==> config.mk <==
export PLATFORM = sky130hd
export DESIGN_NAME = rolling_usage_history_counter
export DESIGN_NICKNAME = d
export VERILOG_FILES = /design/src/rtl/rubc_pkg.sv /design/src/rtl/rubc_bins.sv /design/src/rtl/rubc_sweep.sv /design/src/rtl/rolling_usage_history_counter.sv
export SDC_FILE = /design/constraint.sdc
export NUM_CORES = 2
export LEC_CHECK = 0
export BUFFER_PORTS_ARGS = -buffer_cell sky130_fd_sc_hd__buf_2
export CAP_MARGIN = 20
export CORE_ASPECT_RATIO = 0.8
export CORE_MARGIN = 3
export CORE_UTILIZATION = 43
export CTS_BUF_LIST = sky130_fd_sc_hd__clkbuf_2
export CTS_CLUSTER_DIAMETER = 150
export CTS_CLUSTER_SIZE = 8
export DETAILED_ROUTE_END_ITERATION = 8
export REMOVE_ABC_BUFFERS = 1
export SLEW_MARGIN = 20
export SYNTH_ARGS = -nofsm -noshare
export SYNTH_HDL_FRONTEND = slang
export SYNTH_SLANG_ARGS = --single-unit
export TNS_END_PERCENT = 5
==> constraint.sdc <==
create_clock -name clk -period 31.4 [get_ports clk]
set_input_delay 6.28 -clock clk [delete_from_list [all_inputs] [get_ports clk]]
set_output_delay 6.28 -clock clk [all_outputs]
set_load 0.01 [all_outputs]
==> src/rtl/rubc_pkg.sv <==
`timescale 1ns / 1ps
`default_nettype none

package rubc_pkg;

  localparam int HOUR_BINS = 24;
  localparam int DAY_BINS  = 31;
  localparam int BIN_WIDTH = 16;

  localparam int SWEEP_LEN = (HOUR_BINS > DAY_BINS) ? HOUR_BINS : DAY_BINS;
  localparam int IDX_W     = $clog2(SWEEP_LEN);
  localparam int HIDX_W    = $clog2(HOUR_BINS);
  localparam int DIDX_W    = $clog2(DAY_BINS);
  localparam int CMP_W     = ((IDX_W > 5) ? IDX_W : 5) + 1;
  localparam int ACC_W     = (BIN_WIDTH + 7 > 22) ? BIN_WIDTH + 7 : 22;
  localparam int SUM_W     = 21;
  localparam int REPORT_W  = 16;

  localparam logic [SUM_W-1:0] SUM_MAX = '1;

  localparam logic [2:0] REQ_PULSE  = 3'd0;
  localparam logic [2:0] REQ_CLEAR  = 3'd1;
  localparam logic [2:0] REQ_LOAD   = 3'd2;
  localparam logic [2:0] REQ_SET    = 3'd3;
  localparam logic [2:0] REQ_UPDATE = 3'd4;

  typedef logic [BIN_WIDTH-1:0] bin_t;
  typedef logic [IDX_W-1:0]     idx_t;

  typedef struct packed {
    logic [2:0]  req_type;
    logic [31:0] load_value;
    logic [4:0]  clock_hour;
    logic [4:0]  clock_day;
    logic [3:0]  clock_month;
    logic [4:0]  hour_select;
    logic [4:0]  day_select;
  } in_t;

  typedef struct packed {
    logic [31:0]      total_count;
    logic [15:0]      hour_count;
    logic [15:0]      day_count;
    logic [SUM_W-1:0] window_sum;
    logic             commit_pulse;
    logic             dirty_now;
  } out_t;

  typedef struct packed {
    logic pulse;
    logic clear;
    logic age_hour;
    logic age_day;
  } bin_op_t;

  typedef struct packed {
    logic [REPORT_W-1:0] hour_count;
    logic [REPORT_W-1:0] day_count;
    logic [SUM_W-1:0]    window_sum;
  } sweep_res_t;

  function automatic logic [REPORT_W-1:0] bin_report(input bin_t b);
    logic [BIN_WIDTH+REPORT_W-1:0] ext;
    ext = (BIN_WIDTH + REPORT_W)'(b);
    return ext[REPORT_W-1:0];
  endfunction

endpackage

`default_nettype wire

==> src/rtl/rubc_bins.sv <==
`timescale 1ns / 1ps
`default_nettype none

module rubc_bins (
  input  wire logic             clk,
  input  wire logic             rst_n,
  input  wire rubc_pkg::bin_op_t op,
  input  wire rubc_pkg::idx_t   rd_idx,
  output rubc_pkg::bin_t        rd_hour,
  output rubc_pkg::bin_t        rd_day
);
  import rubc_pkg::*;

  bin_t hour_r [HOUR_BINS];
  bin_t day_r  [DAY_BINS];

  always_ff @(posedge clk) begin
    if (!rst_n || op.clear) begin
      for (int i = 0; i < HOUR_BINS; i++) begin
        hour_r[i] <= '0;
      end
      for (int i = 0; i < DAY_BINS; i++) begin
        day_r[i] <= '0;
      end
    end else begin
      if (op.pulse) begin
        hour_r[0] <= hour_r[0] + bin_t'(1);
        day_r[0]  <= day_r[0] + bin_t'(1);
      end
      if (op.age_hour) begin
        for (int i = 1; i < HOUR_BINS; i++) begin
          hour_r[i] <= hour_r[i-1];
        end
        hour_r[0] <= '0;
      end
      if (op.age_day) begin
        for (int i = 1; i < DAY_BINS; i++) begin
          day_r[i] <= day_r[i-1];
        end
        day_r[0] <= '0;
      end
    end
  end

  always_comb begin
    rd_hour = '0;
    rd_day  = '0;
    if (CMP_W'(rd_idx) < CMP_W'(HOUR_BINS)) begin
      rd_hour = hour_r[rd_idx[HIDX_W-1:0]];
    end
    if (CMP_W'(rd_idx) < CMP_W'(DAY_BINS)) begin
      rd_day = day_r[rd_idx[DIDX_W-1:0]];
    end
  end

endmodule

`default_nettype wire

==> src/rtl/rubc_sweep.sv <==
`timescale 1ns / 1ps
`default_nettype none

module rubc_sweep (
  input  wire logic               clk,
  input  wire logic               rst_n,
  input  wire logic               start,
  input  wire logic [4:0]         hour_select,
  input  wire logic [4:0]         day_select,
  input  wire rubc_pkg::bin_t     rd_hour,
  input  wire rubc_pkg::bin_t     rd_day,
  output rubc_pkg::idx_t          rd_idx,
  output logic                    done,
  output rubc_pkg::sweep_res_t    res
);
  import rubc_pkg::*;

  logic             busy_r;
  logic             done_r;
  idx_t             idx_r;
  logic [4:0]       hsel_r;
  logic [4:0]       dsel_r;
  logic [ACC_W-1:0] acc_r;
  bin_t             hour_cap_r;
  bin_t             day_cap_r;
  logic             last_idx;
  logic             in_hour;
  logic             in_day;

  assign last_idx = (CMP_W'(idx_r) == CMP_W'(SWEEP_LEN - 1));
  assign in_hour  = (CMP_W'(idx_r) < CMP_W'(HOUR_BINS));
  assign in_day   = (CMP_W'(idx_r) < CMP_W'(DAY_BINS));

  always_ff @(posedge clk) begin
    if (!rst_n) begin
      busy_r <= 1'b0;
      done_r <= 1'b0;
    end else begin
      done_r <= 1'b0;
      if (start) begin
        busy_r <= 1'b1;
      end else if (busy_r && last_idx) begin
        busy_r <= 1'b0;
        done_r <= 1'b1;
      end
    end
  end

  always_ff @(posedge clk) begin
    if (start) begin
      idx_r      <= '0;
      acc_r      <= '0;
      hour_cap_r <= '0;
      day_cap_r  <= '0;
      hsel_r     <= hour_select;
      dsel_r     <= day_select;
    end else if (busy_r) begin
      idx_r <= idx_r + idx_t'(1);
      if (in_day) begin
        acc_r <= acc_r + ACC_W'(rd_day);
        if (CMP_W'(idx_r) == CMP_W'(dsel_r)) begin
          day_cap_r <= rd_day;
        end
      end
      if (in_hour && (CMP_W'(idx_r) == CMP_W'(hsel_r))) begin
        hour_cap_r <= rd_hour;
      end
    end
  end

  assign rd_idx         = idx_r;
  assign done           = done_r;
  assign res.hour_count = bin_report(hour_cap_r);
  assign res.day_count  = bin_report(day_cap_r);
  assign res.window_sum = (acc_r > ACC_W'(SUM_MAX)) ? SUM_MAX : acc_r[SUM_W-1:0];

endmodule

`default_nettype wire

==> src/rtl/rolling_usage_history_counter.sv <==
`timescale 1ns / 1ps
`default_nettype none

// Transactions are accepted only in the idle state; the input stalls until
// the sweep has loaded its result into the output register. The sweep reads
// one index per cycle; one adder sums the daily bins, selectors pick bins.
// The output register lets the next transaction in while a result waits.
// Reset is synchronous and active low; it clears the total, all bins, the
// stored time, the dirty mark and all handshake state.
module rolling_usage_history_counter (
  input  wire logic           clk,
  input  wire logic           rst_n,
  input  wire logic           in_valid,
  output logic                in_stall,
  input  wire rubc_pkg::in_t  in_data,
  output logic                out_valid,
  input  wire logic           out_stall,
  output rubc_pkg::out_t      out_data
);
  import rubc_pkg::*;

  localparam logic [1:0] S_IDLE  = 2'd0;
  localparam logic [1:0] S_SWEEP = 2'd1;
  localparam logic [1:0] S_DONE  = 2'd2;

  logic [1:0]  state_r;
  logic [1:0]  state_nxt;
  logic [31:0] total_r;
  logic [4:0]  last_hour_r;
  logic [4:0]  last_day_r;
  logic [3:0]  last_month_r;
  logic        dirty_r;
  logic        commit_r;
  logic        out_valid_r;
  out_t        out_data_r;

  logic        accept;
  logic        sweep_done;
  logic        out_free;
  logic        load_out;
  bin_op_t     op;
  idx_t        rd_idx;
  bin_t        rd_hour;
  bin_t        rd_day;
  sweep_res_t  res;

  assign in_stall = (state_r != S_IDLE);
  assign accept   = in_valid && !in_stall;
  assign out_free = !out_valid_r || !out_stall;
  assign load_out = out_free && ((state_r == S_DONE) || ((state_r == S_SWEEP) && sweep_done));

  always_comb begin
    op = '0;
    if (accept) begin
      case (in_data.req_type)
        REQ_PULSE: op.pulse = 1'b1;
        REQ_CLEAR, REQ_LOAD: op.clear = 1'b1;
        REQ_UPDATE: begin
          op.age_hour = (in_data.clock_hour != last_hour_r);
          op.age_day  = (in_data.clock_day != last_day_r);
        end
        default: op = '0;
      endcase
    end
  end

  always_comb begin
    state_nxt = state_r;
    case (state_r)
      S_IDLE: begin
        if (accept) begin
          state_nxt = S_SWEEP;
        end
      end
      S_SWEEP: begin
        if (sweep_done) begin
          state_nxt = out_free ? S_IDLE : S_DONE;
        end
      end
      S_DONE: begin
        if (out_free) begin
          state_nxt = S_IDLE;
        end
      end
      default: state_nxt = S_IDLE;
    endcase
  end

  always_ff @(posedge clk) begin
    if (!rst_n) begin
      state_r      <= S_IDLE;
      total_r      <= '0;
      last_hour_r  <= '0;
      last_day_r   <= '0;
      last_month_r <= '0;
      dirty_r      <= 1'b0;
      commit_r     <= 1'b0;
      out_valid_r  <= 1'b0;
    end else begin
      state_r <= state_nxt;
      if (accept) begin
        commit_r <= (in_data.req_type == REQ_UPDATE) && dirty_r;
        case (in_data.req_type)
          REQ_PULSE: begin
            total_r <= total_r + 32'd1;
            dirty_r <= 1'b1;
          end
          REQ_CLEAR: begin
            total_r <= '0;
            dirty_r <= 1'b1;
          end
          REQ_LOAD: begin
            total_r <= in_data.load_value;
            dirty_r <= 1'b1;
          end
          REQ_SET: begin
            last_hour_r  <= in_data.clock_hour;
            last_day_r   <= in_data.clock_day;
            last_month_r <= in_data.clock_month;
          end
          REQ_UPDATE: begin
            last_hour_r  <= in_data.clock_hour;
            last_day_r   <= in_data.clock_day;
            last_month_r <= in_data.clock_month;
            dirty_r      <= 1'b0;
          end
          default: begin
          end
        endcase
      end
      if (load_out) begin
        out_valid_r <= 1'b1;
      end else if (!out_stall) begin
        out_valid_r <= 1'b0;
      end
    end
  end

  always_ff @(posedge clk) begin
    if (load_out) begin
      out_data_r.total_count  <= total_r;
      out_data_r.hour_count   <= res.hour_count;
      out_data_r.day_count    <= res.day_count;
      out_data_r.window_sum   <= res.window_sum;
      out_data_r.commit_pulse <= commit_r;
      out_data_r.dirty_now    <= dirty_r;
    end
  end

  assign out_valid = out_valid_r;
  assign out_data  = out_data_r;

  rubc_bins u_bins (
    .clk     (clk),
    .rst_n   (rst_n),
    .op      (op),
    .rd_idx  (rd_idx),
    .rd_hour (rd_hour),
    .rd_day  (rd_day)
  );

  rubc_sweep u_sweep (
    .clk         (clk),
    .rst_n       (rst_n),
    .start       (accept),
    .hour_select (in_data.hour_select),
    .day_select  (in_data.day_select),
    .rd_hour     (rd_hour),
    .rd_day      (rd_day),
    .rd_idx      (rd_idx),
    .done        (sweep_done),
    .res         (res)
  );

endmodule

`default_nettype wire

; Yosys cells after proc, flatten, opt, wreduce, memory -nomap -nowiden
; Memory sizes are Yosys's and may differ from the RTL's. A register that Yosys moved wholly into a read port is not among the register bits.
; Index checks and enable logic that the tools add are counted.
[word_totals]
reg_bits = 190
latch_bits = 0
ram_bits = 880
mem_bits_ro = 0
in_bits = 63
output_inout_bits = 89
elab_cells = 220
memories = 2
[memory_table]
columns = memory, depth, width, read_ports, rd_ports_with_merged_regs, write_ports, line
row1 = u_bins.day_r, 31, 16, 31, 1, 31, rubc_bins.sv:15  ; bin_t day_r [DAY_BINS];
row2 = u_bins.hour_r, 24, 16, 24, 1, 24, rubc_bins.sv:14  ; bin_t hour_r [HOUR_BINS];
[op_classes]
addsub = 5
multipliers = 0
n_div = 0
magnitude_cmp = 3
eq_ne = 15
shift = 0
n_mux = 87
bitwise_logic = 58
n_reduce_logical = 30
[ops]
columns = op, n
row1 = 2-to-1 mux 16 bit, 58
row2 = one-hot mux 32 bit (3 select lines), 1
row3 = OR 1 bit, 57
row4 = "adder 16 x 1 -> 16 bit, second input constant", 2
row5 = "adder 32 x 1 -> 32 bit, second input constant", 1
row6 = adder 23 x 16 -> 23 bit, 1
row7 = "> comparator 23 x 21 -> 1 bit, second input constant", 1
row8 = 2-to-1 mux 1 bit, 18
row9 = == test 5 bit, 2
row10 = "less-than comparator 5 bit, second input constant", 2
row11 = 2-to-1 mux 2 bit, 5
row12 = 2-to-1 mux 5 bit, 2
row13 = != test 5 bit, 2
row14 = AND reduction 2 bit, 5
row15 = "== test 3 x 2 -> 1 bit, second input constant", 2
row16 = logical AND 1 bit, 6
row17 = one-hot mux 2 bit (3 select lines), 1
row18 = AND reduction 3 bit, 2
row19 = nonzero test 2 bit, 3
row20 = OR reduction 2 bit, 3
row21 = "adder 5 x 1 -> 5 bit, second input constant", 1
row22 = "== test 5 bit, second input constant", 1
row23 = zero test 1 bit, 4
row24 = 2-to-1 mux 4 bit, 1
row25 = other kinds (13), 17

; Logic depth before layout (Yosys ltp)
[depth]
depth_word = 9
depth_mapped = 18

; By module
; From an unflattened synthesis, not the netlist that was laid out.
[hier_totals]
cells_unflattened = 3880
hier_area_um2 = 49204.7
[by_module_without_submodules]
columns = module, n_inst, cells_each, area_each_um2
row1 = rubc_bins, 1, 3016, 39978.3
row2 = rolling_usage_history_counter, 1, 458, 5451.5
row3 = rubc_sweep, 1, 406, 3774.9

; Worst setup path after synthesis
; OpenSTA, ideal clock, no wires.
[synth_timing]
path_kind = input -> register
from = input in_data[56] in the netlist's numbering
to = memory u_bins.hour_r[10][0] in the netlist's numbering (enable)
arrival_ps = 13502
t_required_ps = 28707
setup_slack_ps = 15205
path_stages = 7
cell_sequence = clkbuf_1 > xor2_1 > nor2b_1 > clkbuf_1 > a21oi_2 > clkbuf_1 > nand2_1
[synth_rtl]
columns = item, line
row1 = start: declaration, rolling_usage_history_counter.sv:15  ; input wire rubc_pkg::in_t in_data,
row2 = end: declaration, rubc_bins.sv:14

==> impl_metrics.py <==
metrics = {
    "timing": {
        "final.min_clock_period_ns": 9.305,
        "skew_ns": 0.1187,
        "tightestPinTransition_ns": 1.126,
        "rsz0062_at_grt": "false",
        "finalSetupViolCount": 0,
        "fin_crit_sh_pct": 29.63,
        "max_freq_mhz": 107.5,
        "setup_ws_ns": 22.09,
        "slew_violations": 0,
        "whs_ns": 0.4264,
        "max-slew-margin-rel_pct": 24.48,
        "tns_ns": 0,
        "finalHoldViolCount": 0,
    },
    "pwr": {
        "peakVddDrop_uv": 30.08,
        "power.leakage_nw": 19.02,
        "power_mw": 2.741,
        "p_per_area_mw_per_mm2": 53.13,
    },
    "logic_synthesis": {
        "netlist_instances": 3945,
        "synth_top_area_share_pct": 47.72,
        "yosys.area.top_type": "edfxtp_1",
        "yosysMostFrequentCell": "edfxtp_1",
        "ys_warn_count": 0,
        "synth_ff_type": "edfxtp_1",
        "syn_area_mm2": 0.04839,
        "synth_common_cells": "edfxtp_1, nand2_1, and2_1",
        "synth_edf_count": 769,
        "ys_types": 70,
        "ys_top_cells_by_area": "edfxtp_1, dfxtp_1, mux4_2",
        "async_reset_ff_share_pct": 0,
        "synth_seq_cells": 1091,
        "syn_area_per_cell_um2": 12.27,
        "synth_seq_area_share_pct": 61.04,
    },
    "routing": {
        "wl_per_cell_um": 19.45,
        "route.detailed.drc": 0,
        "drt_iter0_markers": 2787,
        "via_count": 30810,
        "viasPerCell": 5.511,
        "wirelength_um": 108700,
        "firstDrtPassIters": 6,
        "ant_nets": 0,
    },
    "grt": {
        "grt_max_degree": 247,
        "antenna_found_initial": 2,
        "busiest_layer": "met1",
        "grt_usage_pct": 18.31,
        "grt_pass1_vias": 29190,
        "met1_usage_pct": 29.12,
        "grt_pass1_wl_um": 171300,
        "grt-ovfl-total": 0,
        "met2_usage_pct": 25.46,
        "met3_usage_pct": 2.980,
    },
    "placement": {
        "preCtsSetupSlack_ns": 20.64,
        "place_congestion": 0.8112,
        "dp_hpwl_um": 62190,
        "place.port_buffers": 147,
    },
    "clock_tree": {
        "postCtsSetupBuffers": 0,
        "numCtsBuffers": 154,
        "htreeDepth": 4,
        "clock_path_buffers": 3,
        "cts.repair.resized": 0,
        "clock_latency_ns": 1.43,
        "path_clk_slew_ns": 0.18,
        "holdBufCountCts": 0,
        "root_buffer": "clkbuf_2",
        "cts.sinks": 1091,
        "cts_tree": "yes",
    },
    "worst_setup_path": {
        "cp_num_buf_inv": 5,
        "rrSetupSlack_ns": 25.15,
        "critical_path.most_common_cell": "buf_4",
        "crit_chain": "buf_2, or3b_1, buf_4, a211o_1, o21ai_4, buf_4, nor2_4, buf_4, buf_4, and2_1",
        "critical-path-max-stage-delay_ns": 0.92,
        "critPathKind": "input pin to flip-flop",
        "critPathRequiredTime_ns": 32.66,
        "crit_path_end_kind": "flip-flop",
        "start_kind": "input pin",
        "r2r-end": "u_sweep.acc_r[20]",
        "ff2ff_path_depth": 14,
        "cp.arrival_ns": 10.57,
        "path_delay_family": "buffers and inverters",
        "crit_slowest_cell": "buf_4",
        "crit_fanout": 131,
    },
    "floorplan": {
        "io_pins": 152,
        "dieHeight_um": 306.0,
        "core_mm2": 0.1110,
        "die-area_mm2": 0.1166,
        "initial_core_util_pct": 43.59,
        "die_x_um": 381.1,
        "core.rowCount": 109,
    },
    "job": {
        "maxCapViolations": 0,
    },
    "final_layout": {
        "utilization_pct": 46.48,
        "nets": 4078,
        "synthToLayoutAreaGrowth_pct": 6.640,
        "nFillCells": 10210,
        "drive_gt1_share_pct": 16.10,
    },
    "worst_hold_path": {
        "holdPathStages": 2,
        "worstHoldStart": "u_bins.day_r[21][6]",
        "min_delay_worst_endpoint": "u_bins.day_r[22][6]",
        "holdCritPathClass": "flip-flop to flip-flop",
    },
    "run_status": {
        "status": "finished clean",
    },
}
worst max path at each step:
stage	slack (ns)	start	cells after the start	end
floorplan	3.95	in_valid	4	u_bins.hour_r[10][0]
global placement	20.57	in_valid	10	u_bins.hour_r[16][7]
detailed placement	20.64	in_valid	10	u_bins.hour_r[16][7]
CTS	22.40	in_valid	10	u_bins.hour_r[16][7]
global route	21.83	in_valid	10	u_bins.hour_r[16][7]
finish	22.09	in_valid	10	u_bins.hour_r[16][7]
through the flow:
step	area [um2]	cells
after CTS	51570	5586
final	51600	5590
after global routing	51600	5590
after global placement	50290	5335
after detailed placement	50290	5335
after floorplan	47140	3641
per-layer routing:
layer | share of wire (%) | wire, um
met5 | 0 | 0
met4 | 1.4 | 1572
met3 | 5.4 | 5848
met2 | 42 | 46150
met1 | 51 | 55150
worst min-delay path, delay by kind of cell (launching register included):
kind             cells  cell delay (ns)
AND/OR/NAND/NOR      1             0.06
flip-flops           1             0.35
AO/OA/AOI/OAI        1             0.05
cell families after synthesis:
| logic type | count (synthesis) | synth area share, % |
|---|---|---|
| AND/OR/NAND/NOR | 1536 | 16.35 |
| flip-flops | 1091 | 61.04 |
| AO/OA/AOI/OAI | 611 | 7.721 |
| buffers and inverters | 321 | 2.707 |
| multiplexers | 307 | 10.57 |
| XOR/XNOR | 57 | 1.032 |
| adder cells (fa/ha/maj) | 22 | 0.5844 |
flip-flops by register name, summed over array words and instances (netlist names), 2 cells and up, named ones only:
register and cells:
last_day_r 5, last_hour_r 5, out_data 87, state_r 2, total_r 32, u_bins.day_r 496, u_bins.hour_r 384, u_sweep.acc_r 23
u_sweep.day_cap_r 16, u_sweep.dsel_r 5, u_sweep.hour_cap_r 16, u_sweep.hsel_r 5, u_sweep.rd_idx 5
layout make-up:
class	instances	area, um2	share of cell area [%]
inverters	17	63.81	0.1237
flip-flops and latches	1091	29560	57.29
multi-input cells	2533	17640	34.18
clock inverters	9	71.32	0.1382
well taps	1498	1874	3.632
diodes	4	10.01	0.01940
repair buffers	196	1170	2.267
clock buffers	242	1211	2.347
power breakdown:
group	internal (mW)	switching, mW	leakage, nW	total, mW
combinational	0.158	0.227	7.39	0.385
sequential	1.60	0.0498	10.6	1.65
clock	0.206	0.498	1.04	0.704
layout by cell type (no fill, tap or decap), types with 89 or more instances in the layout:
cell type	n
edfxtp_1	769
nand2_1	529
and2_1	385
dfxtp_1	315
and3_1	291
a21oi_1	288
clkbuf_2	242
mux4_2	161
buf_2	147
nor2_1	130
mux2i_1	126
o21ai_0	89
Note: power is estimated with default switching activity, not from simulation.
